[config.mk]
export PLATFORM = sky130hd
export DESIGN_NAME = drvi_dt
export DESIGN_NICKNAME = d
export VERILOG_FILES = /design/src/drvi_pkg.sv /design/src/drvi_dt.sv
export SDC_FILE = /design/constraint.sdc
export NUM_CORES = 2
export LEC_CHECK = 0
export ABC_AREA = 1
export ABC_CLOCK_PERIOD_IN_PS = 14300
export BUFFER_PORTS_ARGS = -buffer_cell sky130_fd_sc_hd__buf_2
export CAP_MARGIN = 20
export CORE_UTILIZATION = 70
export CTS_BUF_LIST = sky130_fd_sc_hd__clkbuf_2
export DETAILED_ROUTE_END_ITERATION = 12
export GPL_TIMING_DRIVEN = 0
export HOLD_SLACK_MARGIN = 0.03
export PLACE_DENSITY = 0.87
export SYNTH_ARGS = -nofsm -noshare
export SYNTH_HDL_FRONTEND = slang
export SYNTH_SLANG_ARGS = --single-unit
[constraint.sdc]
create_clock -name clk -period 14.3 [get_ports clk]
set_input_delay 0.715 -clock clk [delete_from_list [all_inputs] [get_ports clk]]
set_output_delay 0.715 -clock clk [all_outputs]
set_load 0.01 [all_outputs]
[src/drvi_pkg.sv]
package drvi_pkg;

	// Field widths fixed by the interface.
	localparam int TIME_W = 32;
	localparam int DATA_W = 32;
	localparam int POS_W  = 48;
	localparam int FUNC_W = 3;

	// Wide working width for products and sums ahead of saturation.
	localparam int WIDE_W = 66;

	// Elapsed-time conversion: divide by 1000 as (x >> 3) / 125 via a reciprocal.
	localparam int                  MS_PER_S     = 1000;
	localparam int                  MS_HALF      = 500;
	localparam int                  DIV125       = 125;
	localparam logic [29:0]         RECIP125     = 30'd549755813;  // floor(2^36 / 125)
	localparam int                  RECIP_SHIFT  = 36;
	localparam int                  RECIP_W      = 30;
	localparam int                  QD_W         = 23;             // width of (2^32-1) / 1000
	localparam int                  RD_W         = 10;             // remainder below 1000
	localparam int                  DT_W         = 31;
	localparam logic [DT_W-1:0]     DT_MAX       = '1;

	// Radians to degrees, scaled: round(57.29577951 * 2^FRAC_BITS).
	localparam longint unsigned     R2D_SCALED   = 64'd5729577951;
	localparam longint unsigned     R2D_DIV      = 64'd100000000;

	// Item function codes.
	typedef enum logic [FUNC_W-1:0] {
		FN_SAMPLE  = 3'd0,
		FN_CLR_POS = 3'd1,
		FN_CLR_VEL = 3'd2,
		FN_CLR_YAW = 3'd3,
		FN_CLR_ALL = 3'd4
	} func_t;

	// Sequencer states.
	typedef enum logic [1:0] {
		ST_IDLE,
		ST_DT,
		ST_LANE,
		ST_FIN
	} state_t;

	typedef struct packed {
		logic [FUNC_W-1:0]        func;
		logic [TIME_W-1:0]        read_time_ms;
		logic signed [DATA_W-1:0] accel_x;
		logic signed [DATA_W-1:0] accel_y;
		logic signed [DATA_W-1:0] gyro_z;
	} sample_t;

	typedef struct packed {
		logic signed [POS_W-1:0]  pos_x;
		logic signed [POS_W-1:0]  pos_y;
		logic signed [DATA_W-1:0] vel_x;
		logic signed [DATA_W-1:0] vel_y;
		logic signed [DATA_W-1:0] yaw_deg;
	} result_t;

	// Commands from the sequencer to the lanes.
	typedef struct packed {
		logic start;
		logic clr_pos;
		logic clr_vel;
		logic clr_yaw;
	} lane_ctl_t;

	// Arithmetic shift right by n that rounds half up.
	function automatic logic signed [WIDE_W-1:0] rnd_shr(
		input logic signed [WIDE_W-1:0] x,
		input int                       n
	);
		logic signed [WIDE_W-1:0] half;
		half = WIDE_W'(1) <<< (n - 1);
		return (x + half) >>> n;
	endfunction

	// Saturate to a signed 32-bit value.
	function automatic logic signed [DATA_W-1:0] sat32(input logic signed [WIDE_W-1:0] x);
		logic signed [WIDE_W-1:0] hi;
		logic signed [WIDE_W-1:0] lo;
		hi = WIDE_W'(32'sh7fffffff);
		lo = -hi - WIDE_W'(1);
		if (x > hi) begin
			return {1'b0, {(DATA_W-1){1'b1}}};
		end else if (x < lo) begin
			return {1'b1, {(DATA_W-1){1'b0}}};
		end else begin
			return x[DATA_W-1:0];
		end
	endfunction

	// Saturate to the signed position width.
	function automatic logic signed [POS_W-1:0] sat_pos(input logic signed [WIDE_W-1:0] x);
		logic signed [WIDE_W-1:0] hi;
		logic signed [WIDE_W-1:0] lo;
		hi = WIDE_W'({1'b0, {(POS_W-1){1'b1}}});
		lo = -hi - WIDE_W'(1);
		if (x > hi) begin
			return {1'b0, {(POS_W-1){1'b1}}};
		end else if (x < lo) begin
			return {1'b1, {(POS_W-1){1'b0}}};
		end else begin
			return x[POS_W-1:0];
		end
	endfunction

endpackage

[src/drvi_dt.sv]
module drvi_dt #(
	parameter int FRAC_BITS = 16
) (
	input  logic                           clk,
	input  logic                           arst_n,
	input  logic                           start,
	input  logic [drvi_pkg::TIME_W-1:0]    dms,
	output logic                           done,
	output logic [drvi_pkg::DT_W-1:0]      dt
);

	// Widths of the second (remainder) division, the first division and the full result.
	localparam int NUM_W = drvi_pkg::RD_W + FRAC_BITS;
	localparam int Z_W   = NUM_W - 3;
	localparam int P2_W  = Z_W + drvi_pkg::RECIP_W;
	localparam int Q1_W  = P2_W - drvi_pkg::RECIP_SHIFT;
	localparam int P1_W  = drvi_pkg::TIME_W - 3 + drvi_pkg::RECIP_W;
	localparam int DW    = drvi_pkg::QD_W + FRAC_BITS + 1;
	localparam int R0_W  = drvi_pkg::TIME_W + 1;

	logic                          v_s1, v_s2, v_s3, v_s4, v_s5;
	logic [drvi_pkg::TIME_W-1:0]   d_s1, d_s2;
	logic [P1_W-1:0]               prod_s2;
	logic [drvi_pkg::QD_W-1:0]     qd_s3, qd_s4;
	logic [drvi_pkg::RD_W-1:0]     rd_s3;
	logic [P2_W-1:0]               prod_s4;
	logic [Z_W-1:0]                z_s4;
	logic [drvi_pkg::DT_W-1:0]     dt_s5;

	logic [drvi_pkg::QD_W-1:0]     q0;
	logic [R0_W-1:0]               rem0;
	logic [NUM_W-1:0]              num;
	logic [Z_W-1:0]                z;
	logic [Q1_W-1:0]               q1;
	logic [Q1_W-1:0]               q1c;
	logic [Z_W-1:0]                rem1;
	logic [DW-1:0]                 dt_full;

	// Stage valids.
	always_ff @(posedge clk or negedge arst_n) begin
		if (!arst_n) begin
			v_s1 <= 1'b0;
			v_s2 <= 1'b0;
			v_s3 <= 1'b0;
			v_s4 <= 1'b0;
			v_s5 <= 1'b0;
		end else begin
			v_s1 <= start;
			v_s2 <= v_s1;
			v_s3 <= v_s2;
			v_s4 <= v_s3;
			v_s5 <= v_s4;
		end
	end

	// First quotient estimate and its correction: dms = 1000 * qd + rd.
	always_comb begin
		q0   = prod_s2[P1_W-1 -: drvi_pkg::QD_W];
		rem0 = R0_W'(d_s2) - R0_W'(q0) * R0_W'(drvi_pkg::MS_PER_S);
	end

	// Remainder scaled to seconds: (rd * 2^F + 500) / 1000 = ((...) >> 3) / 125.
	always_comb begin
		num  = (NUM_W'(rd_s3) << FRAC_BITS) + NUM_W'(drvi_pkg::MS_HALF);
		z    = num[NUM_W-1:3];
		q1   = prod_s4[P2_W-1 -: Q1_W];
		rem1 = z_s4 - Z_W'(q1) * Z_W'(drvi_pkg::DIV125);
		q1c  = (rem1 >= Z_W'(drvi_pkg::DIV125)) ? q1 + Q1_W'(1) : q1;
		dt_full = (DW'(qd_s4) << FRAC_BITS) + DW'(q1c);
	end

	// Datapath stages.
	always_ff @(posedge clk) begin
		if (start) begin
			d_s1 <= dms;
		end
		if (v_s1) begin
			d_s2    <= d_s1;
			prod_s2 <= P1_W'(d_s1[drvi_pkg::TIME_W-1:3]) * P1_W'(drvi_pkg::RECIP125);
		end
		if (v_s2) begin
			if (rem0 >= R0_W'(drvi_pkg::MS_PER_S)) begin
				qd_s3 <= q0 + drvi_pkg::QD_W'(1);
				rd_s3 <= drvi_pkg::RD_W'(rem0 - R0_W'(drvi_pkg::MS_PER_S));
			end else begin
				qd_s3 <= q0;
				rd_s3 <= drvi_pkg::RD_W'(rem0);
			end
		end
		if (v_s3) begin
			qd_s4   <= qd_s3;
			z_s4    <= z;
			prod_s4 <= P2_W'(z) * P2_W'(drvi_pkg::RECIP125);
		end
		if (v_s4) begin
			dt_s5 <= (dt_full > DW'(drvi_pkg::DT_MAX)) ? drvi_pkg::DT_MAX
				: dt_full[drvi_pkg::DT_W-1:0];
		end
	end

	assign done = v_s5;
	assign dt   = dt_s5;

endmodule

==> results.md <==
- MaxCap Viol Count: 0
- Via count normalized by instance count: 5.63
- Crit share post-route: about three fifths
- Post-synthesis sequential area ratio: 16.4%
- Share of cells above drive strength 1: 4.26%
- CTS tree: yes
- Syn-to-layout area delta: 5.64%
- Nets: 5693
- # setup viols final: 0
- CP Max Fanout: 10
- Fin crit period: 8330 ps
- Post-CTS Setup Bufs: 0
- GR Util All Layers: 36.1%
- Placed wire-length estimate: 80100 um
- Cell count after synthesis: 4282
- Grt total ovfl: 0
- Post-CTS sizing: 0
- Area post-placement: 38900 um^2
- Drt pass-1 iters: 12
- Fmax: roughly 0.12 GHz
- Slowest-stage cell, CP: edfxtp_1
- Clock Skew: 46.9 ps
- Setup WS post-layout: just under 6000 ps
- Hold_ws: 155 ps
- Top FF cell, synth: edfxtp_1
- First DRT Iteration DRCs: 1934
- EDFF count, synth: 201
- Initial Utilization: 71.2%
- Setup TNS: 0 ps
- Per-cell routed wire length: about 18 um
- Longest Clk Path Bufs: 3
- Fin. max-slew vios: 0
- Largest net degree at the start of global routing: 46
- Post-CTS Hold Buffers: 33
- Synthesized area: 37600 um^2
- Req. time, crit path: 14970 ps
- Final instance area: 39800 um^2
- Crit path kind: register to register
- Synth Warn #: 0
- Via Count: 29200
- Synth cell types: 48
- Placeable Area: 52900 um^2
- CTS root buf: clkbuf_2
- Slowest Stage Delay on Critical Path: about 630 ps
- I/O Buffers: 66
- Failing checks: design-rule violations
- IO Count: 67
- DRC violations left: 4
- CP Capture Type: register
- Die width: approximately 230 um
- RePlAce Congestion: slightly below 1
- Clk_lat worst skew: 960 ps
- Vias in the first global route: 30700
- Final antenna-violating net count: 0
- CP startpoint kind: register
- Initial antenna violation count: 2
- FF+latch count, synth: just over 200
- CP dominant cell by count: nand2_1
- First-pass GRT wire length: 153000 um
- Final Hold Viols: 0
- WL final: between 90000 and 100000 um
- Sink Count: between 200 and 250
- Worst Max-Slew Pin Slew: 979 ps
- Arrival @ worst endpoint: 9010 ps
- CTS buffer count: 53
- Max H-tree Level: 2
- Die H: 234 um
- Place WS: between 6000 and 7000 ps
- Ys async rst share: 2.43%
- Synthesized area per cell: 8.79 um^2
- Clk slew on worst S/H paths: about 100 ps
- Rel. slew slack: between 30% and 40%
- Full die area: 54700 um^2
- Post-Syn Nets: 5535
- Status: finished, violations left
- RSZ-0062 raised after global routing: no
- HP Class: primary input to asynchronous set/reset pin
- Row cnt: 84
==> cell usage after synthesis (7+ instances only) <==
library cell	n	share of area (%)
a21oi_1	168	2.2
nand2_1	776	7.7
nand3b_1	14	0.28
nor2_1	249	2.5
nor3_1	52	0.69
buf_2	9	0.12
ha_1	740	25
a31oi_1	24	0.40
o21bai_1	18	0.36
fa_1	478	25
o211ai_1	7	0.14
nand4_1	32	0.53
a21o_1	29	0.58
and3_1	7	0.12
and2_1	8	0.13
xnor2_1	46	1.1
edfxtp_1	201	16
xor2_1	72	1.7
nor4_1	17	0.28
o21ai_0	76	1.0
inv_1	1028	10
nand3_1	164	2.2
==> final timing paths <==
| path | slack (ps) | end | cells after the start | start |
|---|---|---|---|---|
| max in group asynchronous | 13950 | v_s1 | 2 | arst_n |
| min in group clk | 390 | d_s2[1] | 0 | d_s1[1] |
| max reg2reg | 5970 | dt[2] | 38 | prod_s4[38] |
| min | 160 | done | 2 | arst_n |
| min reg2reg | 390 | d_s2[1] | 0 | d_s1[1] |
| max | 5970 | dt[2] | 38 | prod_s4[38] |
==> registers in the layout, indices dropped and copies added (netlist names) <==
signal	flops
d_s1	32
d_s2	32
dt	31
prod_s2	23
qd_s3	23
qd_s4	23
prod_s4	17
rd_s3	10
z_s4	10
done	1
v_s1	1
v_s2	1
v_s3	1
v_s4	1
==> cells by family after synthesis <==
logic type / Yosys count / share of synthesized area (%)
AO/OA/AOI/OAI: 359 / 5.53
flip-flops: 206 / 16.4
buffers and inverters: 1045 / 10.5
adder cells (fa/ha/maj): 1218 / 50.0
AND/OR/NAND/NOR: 1334 / 14.7
XOR/XNOR: 120 / 2.83
==> through the flow <==
stage	util, %	cells
after global placement	73.4	5036
after detailed placement	73.6	5040
after CTS	75.2	5172
after floorplan	-	4282
final	75.2	5174
after global routing	75.2	5174
==> cells in the final DEF, fill, tap and decap left out, drive strengths merged, types with 4 or more instances in the layout <==
master          n
nor4           17
a21boi          5
o21ai          77
and3            7
a21o           29
o2111ai         4
nor3           54
edfxtp        201
nand2         777
ha            740
nor2          252
a31oi          24
a211oi          4
o21a            4
a21oi         170
o221ai          6
nand4          32
buf            85
and2            8
xor2           74
dfrtp           5
fa            478
clkbuf         69
nand3b         14
o211ai          7
dlygate4sd3    33
o21bai         18
inv          1031
xnor2          46
clkinv         28
or2             6
nand3         166
==> cell type report <==
cell class,instances,area (um^2)
inverter,1030,3870
tap,688,861
clock buffer,69,345
sequential,206,6160
buffer,15,90.1
clock inverter,30,155
antenna,2,5.00
timing repair buffer,103,756
fill,3762,13100
multi-input combinational,3031,27500
==> critical path, delay by kind of cell, from the launching register on <==
family,cells,cell delay [ps]
fa+ha+maj,7,2910
simple gates,23,3260
xor+xnor,1,140
flops,1,630
buf+inv,6,920
compound gates,1,180
==> per-layer routing <==
layer	vias to the layer above	global-route usage, %	wire length [um]
met2	1065	62.5	46200
li1	13900	-	-
met1	13800	42.8	36800
met5	-	0	0
met3	340	5.84	5950
met4	0	20.0	5590
Power is not shown: default switching activity piles up to over one toggle a cycle in this logic, so the estimate is an artifact.
